--- src/design/tmis_pkg.sv ---
// Shared types and codes for the tiled matmul instruction sequencer.
// No dependencies; used by every module of the block.
package tmis_pkg;

  typedef struct packed {
    logic        func;
    logic [15:0] tiles_m;
    logic [15:0] tiles_n;
    logic [15:0] tiles_k;
    logic        random_b_mode;
  } in_t;

  typedef struct packed {
    logic [2:0]  opcode;
    logic [63:0] address;
    logic [15:0] tile_width;
    logic [15:0] tile_height;
    logic [15:0] row_stride;
    logic [3:0]  elem_bytes;
    logic [1:0]  tile_reg;
    logic        last;
    logic        error;
  } out_t;

  // instruction opcodes
  localparam logic [2:0] OPC_STRTRNG = 3'd0;
  localparam logic [2:0] OPC_TMOV    = 3'd1;
  localparam logic [2:0] OPC_TMULAC  = 3'd2;
  localparam logic [2:0] OPC_STORE   = 3'd3;
  localparam logic [2:0] OPC_STPRNG  = 3'd4;
  localparam logic [2:0] OPC_NONE    = 3'd5;

  // tile registers
  localparam logic [1:0] TR_A = 2'd0;
  localparam logic [1:0] TR_B = 2'd1;
  localparam logic [1:0] TR_C = 2'd2;

  // register indexes (8-byte spacing)
  localparam logic [2:0] REG_A_BASE = 3'd0;
  localparam logic [2:0] REG_B_BASE = 3'd1;
  localparam logic [2:0] REG_C_BASE = 3'd2;
  localparam logic [2:0] REG_DIM_M  = 3'd3;
  localparam logic [2:0] REG_DIM_N  = 3'd4;
  localparam logic [2:0] REG_DIM_K  = 3'd5;
  localparam logic [2:0] REG_EB_A   = 3'd6;
  localparam logic [2:0] REG_EB_B   = 3'd7;

  // program phase
  typedef enum logic [2:0] {
    PH_STRT = 3'd0,
    PH_LDC  = 3'd1,
    PH_LDA  = 3'd2,
    PH_LDB  = 3'd3,
    PH_MAC  = 3'd4,
    PH_STC  = 3'd5,
    PH_STP  = 3'd6
  } phase_t;

  // jobs of the shared iterative arithmetic unit
  typedef enum logic [2:0] {
    AOP_DIVM = 3'd0,
    AOP_DIVN = 3'd1,
    AOP_DIVK = 3'd2,
    AOP_MUL1 = 3'd3,
    AOP_MUL2 = 3'd4
  } arith_op_t;

  typedef struct packed {
    logic      load;
    logic      start;
    arith_op_t op;
    logic      commit;
  } cmd_t;

  typedef struct packed {
    logic is_start;
    logic bad;
    logic needs_addr;
    logic done;
  } sts_t;

endpackage

--- src/design/tiled_matmul_instruction_sequencer_top.sv ---
// One word in at a time. A start word with good tile counts runs three divisions
// on the shared unit; a load/store with a computed address runs two shift-add
// multiplies; other words use neither. Result goes to an output register; a
// stalled result holds off the commit of the next word. Synchronous active-high
// reset clears control, program state and registers (bases 0, dims 1, element
// sizes 1).
module tiled_matmul_instruction_sequencer_top #(
  parameter int ADDR_WIDTH = 64,
  parameter int DIM_WIDTH  = 16
) (
  input  logic           clk,
  input  logic           rst,
  input  logic           in_valid,
  output logic           in_stall,
  input  tmis_pkg::in_t  in_word,
  output logic           out_valid,
  input  logic           out_stall,
  output tmis_pkg::out_t out_word,
  input  logic           psel,
  input  logic           penable,
  input  logic           pwrite,
  input  logic [5:0]     paddr,
  input  logic [63:0]    pwdata,
  output logic [63:0]    prdata,
  output logic           pready
);

  logic [ADDR_WIDTH-1:0] a_base, b_base, c_base;
  logic [DIM_WIDTH-1:0]  dim_m, dim_n, dim_k;
  logic [3:0]            eb_a, eb_b;
  tmis_pkg::cmd_t        cmd;
  tmis_pkg::sts_t        sts;
  tmis_pkg::out_t        res;
  logic                  out_free;

  assign pready = 1'b1;

  always_ff @(posedge clk) begin
    if (rst) begin
      a_base <= '0;
      b_base <= '0;
      c_base <= '0;
      dim_m  <= DIM_WIDTH'(1);
      dim_n  <= DIM_WIDTH'(1);
      dim_k  <= DIM_WIDTH'(1);
      eb_a   <= 4'd1;
      eb_b   <= 4'd1;
    end else if (psel && penable && pwrite) begin
      case (paddr[5:3])
        tmis_pkg::REG_A_BASE: a_base <= pwdata[ADDR_WIDTH-1:0];
        tmis_pkg::REG_B_BASE: b_base <= pwdata[ADDR_WIDTH-1:0];
        tmis_pkg::REG_C_BASE: c_base <= pwdata[ADDR_WIDTH-1:0];
        tmis_pkg::REG_DIM_M:  dim_m  <= pwdata[DIM_WIDTH-1:0];
        tmis_pkg::REG_DIM_N:  dim_n  <= pwdata[DIM_WIDTH-1:0];
        tmis_pkg::REG_DIM_K:  dim_k  <= pwdata[DIM_WIDTH-1:0];
        tmis_pkg::REG_EB_A:   eb_a   <= pwdata[3:0];
        tmis_pkg::REG_EB_B:   eb_b   <= pwdata[3:0];
        default: ;
      endcase
    end
  end

  always_comb begin
    case (paddr[5:3])
      tmis_pkg::REG_A_BASE: prdata = 64'(a_base);
      tmis_pkg::REG_B_BASE: prdata = 64'(b_base);
      tmis_pkg::REG_C_BASE: prdata = 64'(c_base);
      tmis_pkg::REG_DIM_M:  prdata = 64'(dim_m);
      tmis_pkg::REG_DIM_N:  prdata = 64'(dim_n);
      tmis_pkg::REG_DIM_K:  prdata = 64'(dim_k);
      tmis_pkg::REG_EB_A:   prdata = 64'(eb_a);
      tmis_pkg::REG_EB_B:   prdata = 64'(eb_b);
      default:              prdata = '0;
    endcase
  end

  assign out_free = !out_valid || !out_stall;

  always_ff @(posedge clk) begin
    if (rst) begin
      out_valid <= 1'b0;
    end else if (cmd.commit) begin
      out_valid <= 1'b1;
    end else if (!out_stall) begin
      out_valid <= 1'b0;
    end
  end

  always_ff @(posedge clk) begin
    if (cmd.commit) begin
      out_word <= res;
    end
  end

  tmis_ctrl u_ctrl (
    .clk      (clk),
    .rst      (rst),
    .in_valid (in_valid),
    .in_stall (in_stall),
    .out_free (out_free),
    .sts      (sts),
    .cmd      (cmd)
  );

  tmis_dpath #(
    .ADDR_WIDTH (ADDR_WIDTH),
    .DIM_WIDTH  (DIM_WIDTH)
  ) u_dpath (
    .clk    (clk),
    .rst    (rst),
    .cmd    (cmd),
    .sts    (sts),
    .item   (in_word),
    .a_base (a_base),
    .b_base (b_base),
    .c_base (c_base),
    .dim_m  (dim_m),
    .dim_n  (dim_n),
    .dim_k  (dim_k),
    .eb_a   (eb_a),
    .eb_b   (eb_b),
    .res    (res)
  );

endmodule

--- src/design/tmis_ctrl.sv ---
// Sequencer controller: handshake, job ordering for the arithmetic unit, commit.
// Depends on tmis_pkg.
module tmis_ctrl (
  input  logic            clk,
  input  logic            rst,
  input  logic            in_valid,
  output logic            in_stall,
  input  logic            out_free,
  input  tmis_pkg::sts_t  sts,
  output tmis_pkg::cmd_t  cmd
);

  typedef enum logic [7:0] {
    S_IDLE = 8'b0000_0001,
    S_DEC  = 8'b0000_0010,
    S_DIVM = 8'b0000_0100,
    S_DIVN = 8'b0000_1000,
    S_DIVK = 8'b0001_0000,
    S_MUL1 = 8'b0010_0000,
    S_MUL2 = 8'b0100_0000,
    S_DONE = 8'b1000_0000
  } state_t;

  state_t state, state_next;

  always_ff @(posedge clk) begin
    if (rst) begin
      state <= S_IDLE;
    end else begin
      state <= state_next;
    end
  end

  always_comb begin
    state_next = state;
    cmd        = '0;
    cmd.op     = tmis_pkg::AOP_MUL1;
    case (state)
      S_IDLE: begin
        if (in_valid) begin
          cmd.load   = 1'b1;
          state_next = S_DEC;
        end
      end
      S_DEC: begin
        if (sts.is_start && !sts.bad) begin
          cmd.start  = 1'b1;
          cmd.op     = tmis_pkg::AOP_DIVM;
          state_next = S_DIVM;
        end else if (sts.needs_addr) begin
          cmd.start  = 1'b1;
          cmd.op     = tmis_pkg::AOP_MUL1;
          state_next = S_MUL1;
        end else begin
          state_next = S_DONE;
        end
      end
      S_DIVM: begin
        if (sts.done) begin
          cmd.start  = 1'b1;
          cmd.op     = tmis_pkg::AOP_DIVN;
          state_next = S_DIVN;
        end
      end
      S_DIVN: begin
        if (sts.done) begin
          cmd.start  = 1'b1;
          cmd.op     = tmis_pkg::AOP_DIVK;
          state_next = S_DIVK;
        end
      end
      S_DIVK: begin
        if (sts.done) begin
          state_next = S_DONE;
        end
      end
      S_MUL1: begin
        if (sts.done) begin
          cmd.start  = 1'b1;
          cmd.op     = tmis_pkg::AOP_MUL2;
          state_next = S_MUL2;
        end
      end
      S_MUL2: begin
        if (sts.done) begin
          state_next = S_DONE;
        end
      end
      S_DONE: begin
        if (out_free) begin
          cmd.commit = 1'b1;
          state_next = S_IDLE;
        end
      end
      default: state_next = S_IDLE;
    endcase
  end

  assign in_stall = (state != S_IDLE);

endmodule

--- src/design/tmis_dpath.sv ---
// Sequencer datapath: program state, tile offsets, shared shift-add multiplier
// and restoring divider, result word assembly. Depends on tmis_pkg.
module tmis_dpath #(
  parameter int ADDR_WIDTH = 64,
  parameter int DIM_WIDTH  = 16
) (
  input  logic                  clk,
  input  logic                  rst,
  input  tmis_pkg::cmd_t        cmd,
  output tmis_pkg::sts_t        sts,
  input  tmis_pkg::in_t         item,
  input  logic [ADDR_WIDTH-1:0] a_base,
  input  logic [ADDR_WIDTH-1:0] b_base,
  input  logic [ADDR_WIDTH-1:0] c_base,
  input  logic [DIM_WIDTH-1:0]  dim_m,
  input  logic [DIM_WIDTH-1:0]  dim_n,
  input  logic [DIM_WIDTH-1:0]  dim_k,
  input  logic [3:0]            eb_a,
  input  logic [3:0]            eb_b,
  output tmis_pkg::out_t        res
);

  localparam int DW = DIM_WIDTH;
  localparam int OW = 2 * DIM_WIDTH;
  localparam int MW = (ADDR_WIDTH > OW) ? ADDR_WIDTH : OW;
  localparam int CW = $clog2(DIM_WIDTH);
  localparam logic [CW-1:0] CNT_LAST = CW'(DIM_WIDTH - 1);

  function automatic logic [DW-1:0] clip(input logic [DW-1:0] size,
                                         input logic [DW-1:0] dim,
                                         input logic [OW-1:0] off);
    logic [OW-1:0] rem;
    rem = OW'(dim) - off;
    if (off >= OW'(dim)) begin
      clip = '0;
    end else if (rem < OW'(size)) begin
      clip = rem[DW-1:0];
    end else begin
      clip = size;
    end
  endfunction

  tmis_pkg::in_t    item_r;
  tmis_pkg::phase_t phase;
  logic             running;
  logic             rnd;
  logic [DW-1:0]    tsm, tsn, tsk;
  logic [OW-1:0]    off_r, off_c, off_k;

  // arithmetic unit
  logic                busy, done;
  logic [CW-1:0]       cnt;
  tmis_pkg::arith_op_t op_r;
  logic [DW-1:0]       dv_rem, dv_q, dv_d;
  logic [DW:0]         dv_sh;
  logic [MW-1:0]       mc, acc;
  logic [DW-1:0]       mp;

  logic [DW-1:0]         tm, tn, tk;
  logic [3:0]            ec;
  logic [DW-1:0]         cw, ch, aw;
  logic [OW-1:0]         off_r_inc, off_c_inc, off_k_inc;
  logic                  col_wrap, row_end;
  logic [OW-1:0]         mx, my;
  logic [DW-1:0]         md;
  logic [3:0]            me;
  logic [ADDR_WIDTH-1:0] mbase, maddr;

  assign tm = DW'(item_r.tiles_m);
  assign tn = DW'(item_r.tiles_n);
  assign tk = DW'(item_r.tiles_k);
  assign ec = (eb_a > eb_b) ? eb_a : eb_b;

  assign cw = clip(tsn, dim_n, off_c);
  assign ch = clip(tsm, dim_m, off_r);
  assign aw = clip(tsk, dim_k, off_k);

  assign off_r_inc = off_r + OW'(tsm);
  assign off_c_inc = off_c + OW'(tsn);
  assign off_k_inc = off_k + OW'(tsk);
  assign col_wrap  = off_c_inc >= OW'(dim_n);
  assign row_end   = off_r_inc >= OW'(dim_m);

  assign sts.is_start   = !item_r.func;
  assign sts.bad        = (tm == '0) || (tn == '0) || (tk == '0) ||
                          (tm > dim_m) || (tn > dim_n) || (tk > dim_k);
  assign sts.needs_addr = item_r.func && running &&
                          ((phase == tmis_pkg::PH_LDC) || (phase == tmis_pkg::PH_STC) ||
                           (phase == tmis_pkg::PH_LDA) ||
                           ((phase == tmis_pkg::PH_LDB) && !rnd));
  assign sts.done       = done;

  // address = base + (x * d + y) * e, operands by phase
  always_comb begin
    case (phase)
      tmis_pkg::PH_LDA: begin
        mx = off_r; md = dim_k; my = off_k; me = eb_a; mbase = a_base;
      end
      tmis_pkg::PH_LDB: begin
        mx = off_k; md = dim_n; my = off_c; me = eb_b; mbase = b_base;
      end
      default: begin
        mx = off_r; md = dim_n; my = off_c; me = ec; mbase = c_base;
      end
    endcase
  end

  assign maddr = mbase + acc[ADDR_WIDTH-1:0];
  assign dv_sh = {dv_rem, dv_q[DW-1]};

  always_ff @(posedge clk) begin
    if (rst) begin
      busy <= 1'b0;
      done <= 1'b0;
    end else begin
      done <= busy && (cnt == '0);
      if (cmd.start) begin
        busy <= 1'b1;
      end else if (busy && (cnt == '0)) begin
        busy <= 1'b0;
      end
    end
  end

  always_ff @(posedge clk) begin
    if (cmd.load) begin
      item_r <= item;
    end
    if (cmd.start) begin
      op_r   <= cmd.op;
      cnt    <= CNT_LAST;
      dv_rem <= '0;
      acc    <= '0;
      case (cmd.op)
        tmis_pkg::AOP_DIVM: begin dv_q <= dim_m; dv_d <= tm; end
        tmis_pkg::AOP_DIVN: begin dv_q <= dim_n; dv_d <= tn; end
        tmis_pkg::AOP_DIVK: begin dv_q <= dim_k; dv_d <= tk; end
        tmis_pkg::AOP_MUL1: begin mc <= MW'(mx); mp <= md; end
        tmis_pkg::AOP_MUL2: begin mc <= acc + MW'(my); mp <= DW'(me); end
        default: ;
      endcase
    end else if (busy) begin
      cnt <= cnt - 1'b1;
      if (dv_sh >= {1'b0, dv_d}) begin
        dv_rem <= DW'(dv_sh - {1'b0, dv_d});
        dv_q   <= {dv_q[DW-2:0], 1'b1};
      end else begin
        dv_rem <= dv_sh[DW-1:0];
        dv_q   <= {dv_q[DW-2:0], 1'b0};
      end
      if (mp[0]) begin
        acc <= acc + mc;
      end
      mc <= {mc[MW-2:0], 1'b0};
      mp <= {1'b0, mp[DW-1:1]};
    end
    if (done) begin
      case (op_r)
        tmis_pkg::AOP_DIVM: tsm <= dv_q;
        tmis_pkg::AOP_DIVN: tsn <= dv_q;
        tmis_pkg::AOP_DIVK: tsk <= dv_q;
        default: ;
      endcase
    end
  end

  // program state, advanced once per delivered word
  always_ff @(posedge clk) begin
    if (rst) begin
      running <= 1'b0;
      rnd     <= 1'b0;
      phase   <= tmis_pkg::PH_STRT;
      off_r   <= '0;
      off_c   <= '0;
      off_k   <= '0;
    end else if (cmd.commit) begin
      if (sts.is_start) begin
        if (sts.bad) begin
          running <= 1'b0;
          phase   <= tmis_pkg::PH_STRT;
        end else begin
          running <= 1'b1;
          rnd     <= item_r.random_b_mode;
          phase   <= item_r.random_b_mode ? tmis_pkg::PH_STRT : tmis_pkg::PH_LDC;
          off_r   <= '0;
          off_c   <= '0;
          off_k   <= '0;
        end
      end else if (running) begin
        case (phase)
          tmis_pkg::PH_STRT: phase <= tmis_pkg::PH_LDC;
          tmis_pkg::PH_LDC: begin
            off_k <= '0;
            phase <= tmis_pkg::PH_LDA;
          end
          tmis_pkg::PH_LDA: phase <= tmis_pkg::PH_LDB;
          tmis_pkg::PH_LDB: phase <= tmis_pkg::PH_MAC;
          tmis_pkg::PH_MAC: begin
            off_k <= off_k_inc;
            phase <= (off_k_inc >= OW'(dim_k)) ? tmis_pkg::PH_STC : tmis_pkg::PH_LDA;
          end
          tmis_pkg::PH_STC: begin
            if (col_wrap) begin
              off_c <= '0;
              off_r <= off_r_inc;
              if (row_end) begin
                if (rnd) begin
                  phase <= tmis_pkg::PH_STP;
                end else begin
                  running <= 1'b0;
                  phase   <= tmis_pkg::PH_STRT;
                end
              end else begin
                phase <= tmis_pkg::PH_LDC;
              end
            end else begin
              off_c <= off_c_inc;
              phase <= tmis_pkg::PH_LDC;
            end
          end
          default: begin
            running <= 1'b0;
            phase   <= tmis_pkg::PH_STRT;
          end
        endcase
      end
    end
  end

  always_comb begin
    res        = '0;
    res.opcode = tmis_pkg::OPC_NONE;
    if (sts.is_start) begin
      res.error = sts.bad;
    end else if (!running) begin
      res.error = 1'b1;
    end else begin
      case (phase)
        tmis_pkg::PH_STRT: begin
          res.opcode  = tmis_pkg::OPC_STRTRNG;
          res.address = 64'(b_base);
        end
        tmis_pkg::PH_LDC, tmis_pkg::PH_STC: begin
          res.opcode      = (phase == tmis_pkg::PH_LDC) ? tmis_pkg::OPC_TMOV
                                                        : tmis_pkg::OPC_STORE;
          res.address     = 64'(maddr);
          res.tile_width  = 16'(cw);
          res.tile_height = 16'(ch);
          res.row_stride  = 16'(dim_n);
          res.elem_bytes  = ec;
          res.tile_reg    = tmis_pkg::TR_C;
          res.last        = (phase == tmis_pkg::PH_STC) && col_wrap && row_end && !rnd;
        end
        tmis_pkg::PH_LDA: begin
          res.opcode      = tmis_pkg::OPC_TMOV;
          res.address     = 64'(maddr);
          res.tile_width  = 16'(aw);
          res.tile_height = 16'(ch);
          res.row_stride  = 16'(dim_k);
          res.elem_bytes  = eb_a;
          res.tile_reg    = tmis_pkg::TR_A;
        end
        tmis_pkg::PH_LDB: begin
          res.opcode      = tmis_pkg::OPC_TMOV;
          res.address     = rnd ? 64'(b_base) : 64'(maddr);
          res.tile_width  = 16'(cw);
          res.tile_height = 16'(aw);
          res.row_stride  = 16'(dim_n);
          res.elem_bytes  = eb_b;
          res.tile_reg    = tmis_pkg::TR_B;
        end
        tmis_pkg::PH_MAC: res.opcode = tmis_pkg::OPC_TMULAC;
        default: begin
          res.opcode = tmis_pkg::OPC_STPRNG;
          res.last   = 1'b1;
        end
      endcase
    end
  end

endmodule

--- config.mk ---
export PLATFORM = sky130hd
export DESIGN_NAME = tiled_matmul_instruction_sequencer_top
export DESIGN_NICKNAME = d
export VERILOG_FILES = /design/src/design/tmis_pkg.sv /design/src/design/tiled_matmul_instruction_sequencer_top.sv /design/src/design/tmis_ctrl.sv /design/src/design/tmis_dpath.sv
export SDC_FILE = /design/constraint.sdc
export NUM_CORES = 2
export LEC_CHECK = 0
export ABC_AREA = 0
export BUFFER_PORTS_ARGS = -buffer_cell sky130_fd_sc_hd__clkbuf_2
export CELL_PAD_IN_SITES_DETAIL_PLACEMENT = 1
export CELL_PAD_IN_SITES_GLOBAL_PLACEMENT = 1
export CORE_UTILIZATION = 40
export CTS_CLUSTER_DIAMETER = 150
export DETAILED_ROUTE_END_ITERATION = 7
export PLACE_DENSITY = 0.77
export SLEW_MARGIN = 20
export SYNTH_ARGS = -nofsm -noshare
export SYNTH_HDL_FRONTEND = slang
export SYNTH_SLANG_ARGS = --single-unit
--- constraint.sdc ---
create_clock -name clk -period 10.2 [get_ports clk]
set_input_delay 1.02 -clock clk [delete_from_list [all_inputs] [get_ports clk]]
set_output_delay 1.02 -clock clk [all_outputs]
set_load 0.05 [all_outputs]
==> impl_metrics.tcl <==
set metrics [dict create \
    status "completed" \
    yosys_warnings 0 \
    worstPathRequired_ps 10630 \
    cts_tree "built" \
    clk_latency_ps 750 \
    routabilityCongestion 1.061 \
    post_dp_cell_area_um2 58910 \
    dp_hpwl_um 188000 \
    layout_setup_ws_ps 3471 \
    drtIter0Drc 5106 \
    slew_violations 0 \
    cts_buffers 95 \
    cp.arrival_ps 7160 \
    vias 56030 \
    drcViolationCount 0 \
    max_freq_mhz 148.6 \
    tightest_slew_ps 1118 \
    crit_path_end_kind "flop" \
    slew_headroom 0.2477 \
    final.setup_skew_ps 42.29 \
    rsz0062_at_grt "false" \
    final_common_cell "nand2_1" \
    cts_hold_buffers 0 \
    min_period_ps 6729 \
    synth-seq-cells 780 \
    syn_inst 6916 \
    finalHoldViolCount 0 \
    ant_nets 0 \
    drv_cap 0 \
    core_area_um2 137800 \
    comb_power_share 0.151 \
    p_switching_uw 2479 \
    chipWidth_um 375.3 \
    wirelength_um 248400 \
    reg2reg_to "u_dpath.mc[62]" \
    reg2reg_from "u_dpath.phase[1]" \
    synthMuxAreaShare 0.04453 \
    drt-wirelength-per-cell_um 27.92 \
    critPathCapture "u_dpath.mc[62]" \
    crit_start "u_dpath.phase[1]" \
    fin_util 0.4508 \
    yosys.area_share.adder 0.09718 \
    synth_fp_nets 7470 \
    synth_area_um2 55750 \
    core.rowCount 136 \
    seqPwrFrac 0.422 \
    pre_cts_slack_ps 3712 \
    start_util 0.4045 \
    final_cell_mix "1089 x nand2_1, 820 x a21oi_1, 531 x nor2_1" \
    dr.pass1.iters 6 \
    setup_violations 0 \
    synth_xor_xnor_area_share 0.04682 \
    fillers 16569 \
    swShare 0.2986 \
    track_usage 0.3405 \
    grt_max_degree 118 \
    synth_edf_count 336 \
    syn_area_per_cell_um2 8.061 \
    critical_path.max_fanout 58 \
    antenna_found_initial 10 \
    synth_compound_gate_area_share 0.2284 \
    path_clk_slew_ps 60 \
    p_per_area_nw_per_um2 133.6 \
    cts_resized 0 \
    rr_worst_depth 18 \
    p_clk_frac 0.427 \
    grt_overflow 0 \
    p_int_uw 5822 \
    fp.dieH_um 375.3 \
    worstSetupStartpointType "flop" \
    p_leak_uw 0.02433 \
    grt_pass1_vias 54910 \
    cts_sinks 780 \
    final_cell_area_um2 62130 \
    synth_ff_type "dfxtp_1" \
    fin_nets 7572 \
    grt_pass1_wl_um 361100 \
    drive_gt1_frac 0.09394 \
    htreeDepth 3 \
    yosysUniqueCellTypes 99 \
    area_growth_pct 11.45 \
    ys_seq_area_frac 0.3404 \
    ir_worst_vdd_mv 0.1217 \
    reg2reg_slack_ps 3470 \
    setup_tns_ps 0 \
    root_buffer "clkbuf_16" \
    routed_via_density 6.298 \
    critical_path_class "reg2reg" \
    io_pins 317 \
    die-area_um2 140900 \
    yosys.area_share.simple 0.1974 \
    async_reset_ff_frac 0 \
    portBuffers 312 \
    postCtsSetupBuffers 0 \
    worst_hold_slack_ps 470.8 \
    hold_class "reg2reg" \
    clock_path_buffers 3 \
    period_share 0.6598 \
    synth_top_family_by_area "compound AO/OA/AOI/OAI gates" \
]
-- how the worst min path moves through the flow --
stage                             from                  to  cells past startpoint
floorplan           u_dpath.dv_rem[15]  u_dpath.dv_rem[15]                      2
global placement    u_dpath.dv_rem[15]  u_dpath.dv_rem[15]                      2
detailed placement           a_base[7]           a_base[7]                      2
global route               in_word[31]      u_dpath.tn[14]                      1
finish                      a_base[44]          a_base[44]                      2
CTS                        in_word[31]      u_dpath.tn[14]                      1
-- per-layer routing --
metal,vias up,GRT usage,share of wire
met5,-,0,0.00044
li1,25202,-,-
met1,27892,0.4315,0.41
met2,2335,0.5386,0.45
met4,16,0.2240,0.073
met3,585,0.05051,0.074
-- sequential cells by signal (all words and copies together), names as in the netlist, 32 cells and up --
name,cells
a_base,64
u_dpath.off_k,32
c_base,64
u_dpath.mc,64
u_dpath.off_r,32
u_dpath.off_c,32
b_base,64
u_dpath.acc,64
out_word,123
-- metrics by stage --
step	std cells	power, uW
after CTS	8894	8307
after global placement	8715	4744
after global routing	8894	8538
after floorplan	6916	4362
final	8897	8301
after detailed placement	8715	4788
-- layout make-up --
| type | count | area, um2 | area share |
|---|---|---|---|
| clock inverters | 35 | 346.6 | 0.005578 |
| flip-flops and latches | 780 | 18980 | 0.3055 |
| repair buffers | 407 | 2296 | 0.03695 |
| clock buffers | 144 | 2844 | 0.04577 |
| multi-input cells | 5476 | 34430 | 0.5542 |
| inverters | 258 | 975.9 | 0.01571 |
| diodes | 3 | 7.507 | 0.0001208 |
| well taps | 1794 | 2245 | 0.03613 |
-- synthesized netlist by cell type, types with 21 or more instances --
cell type / count / area, um2
nor2b_1: 60 / 375.4
and3_1: 30 / 187.7
nor3_1: 111 / 555.5
edfxtp_1: 336 / 10090
a21o_1: 178 / 1336
a211oi_1: 47 / 352.8
o21bai_1: 42 / 315.3
or2_2: 30 / 187.7
nand4_1: 104 / 650.6
a31oi_1: 76 / 475.5
mux2i_1: 230 / 2302
dfxtp_1: 444 / 8889
nor2_1: 540 / 2027
or3_1: 52 / 325.3
xor2_1: 117 / 1025
and2_1: 31 / 193.9
nand2_1: 1091 / 4095
nor4_1: 48 / 300.3
o21ai_0: 418 / 2092
nand3_1: 151 / 755.7
o21a_1: 52 / 390.4
buf_1: 23 / 86.33
ha_1: 417 / 5218
xnor2_1: 181 / 1585
o211ai_1: 41 / 307.8
clkbuf_1: 368 / 1381
o31ai_1: 50 / 375.4
nand2b_1: 60 / 375.4
a22oi_1: 82 / 615.6
o22ai_1: 50 / 312.8
a21oi_1: 824 / 4124
and4_1: 21 / 183.9
inv_1: 256 / 960.9
-- critical path, cell delays in order, from the launching register on --
cell and delay (ps):
dfxtp_1 310, buf_4 270, nand2b_4 450, nor2_4 680
buf_4 550, mux2_2 400, ha_1 430, nand4_1 150
or2_2 310, nor2_1 290, nand2_1 90, nor3_1 490
o311ai_1 290, o21ai_0 420, a31oi_1 150, buf_4 230
nor4b_1 520, xnor2_1 180, o21ai_0 90
-- power by group through the flow --
stage                     clock [uW]  sequential [uW]  combinational (uW)
after CTS                       3570             3500                1240
after global placement             0             3560                1190
after floorplan                    0             3490                 872
final                           3540             3500                1260
after detailed placement           0             3560                1220
after global routing            3670             3510                1360
-- kinds of logic after synthesis --
group / Yosys count
compound gates: 2081
xor+xnor: 298
fa+ha+maj: 427
buf+inv: 660
flops: 780
mux: 246
other cells: 1
simple gates: 2423
Power figures use the tool's default switching activity.
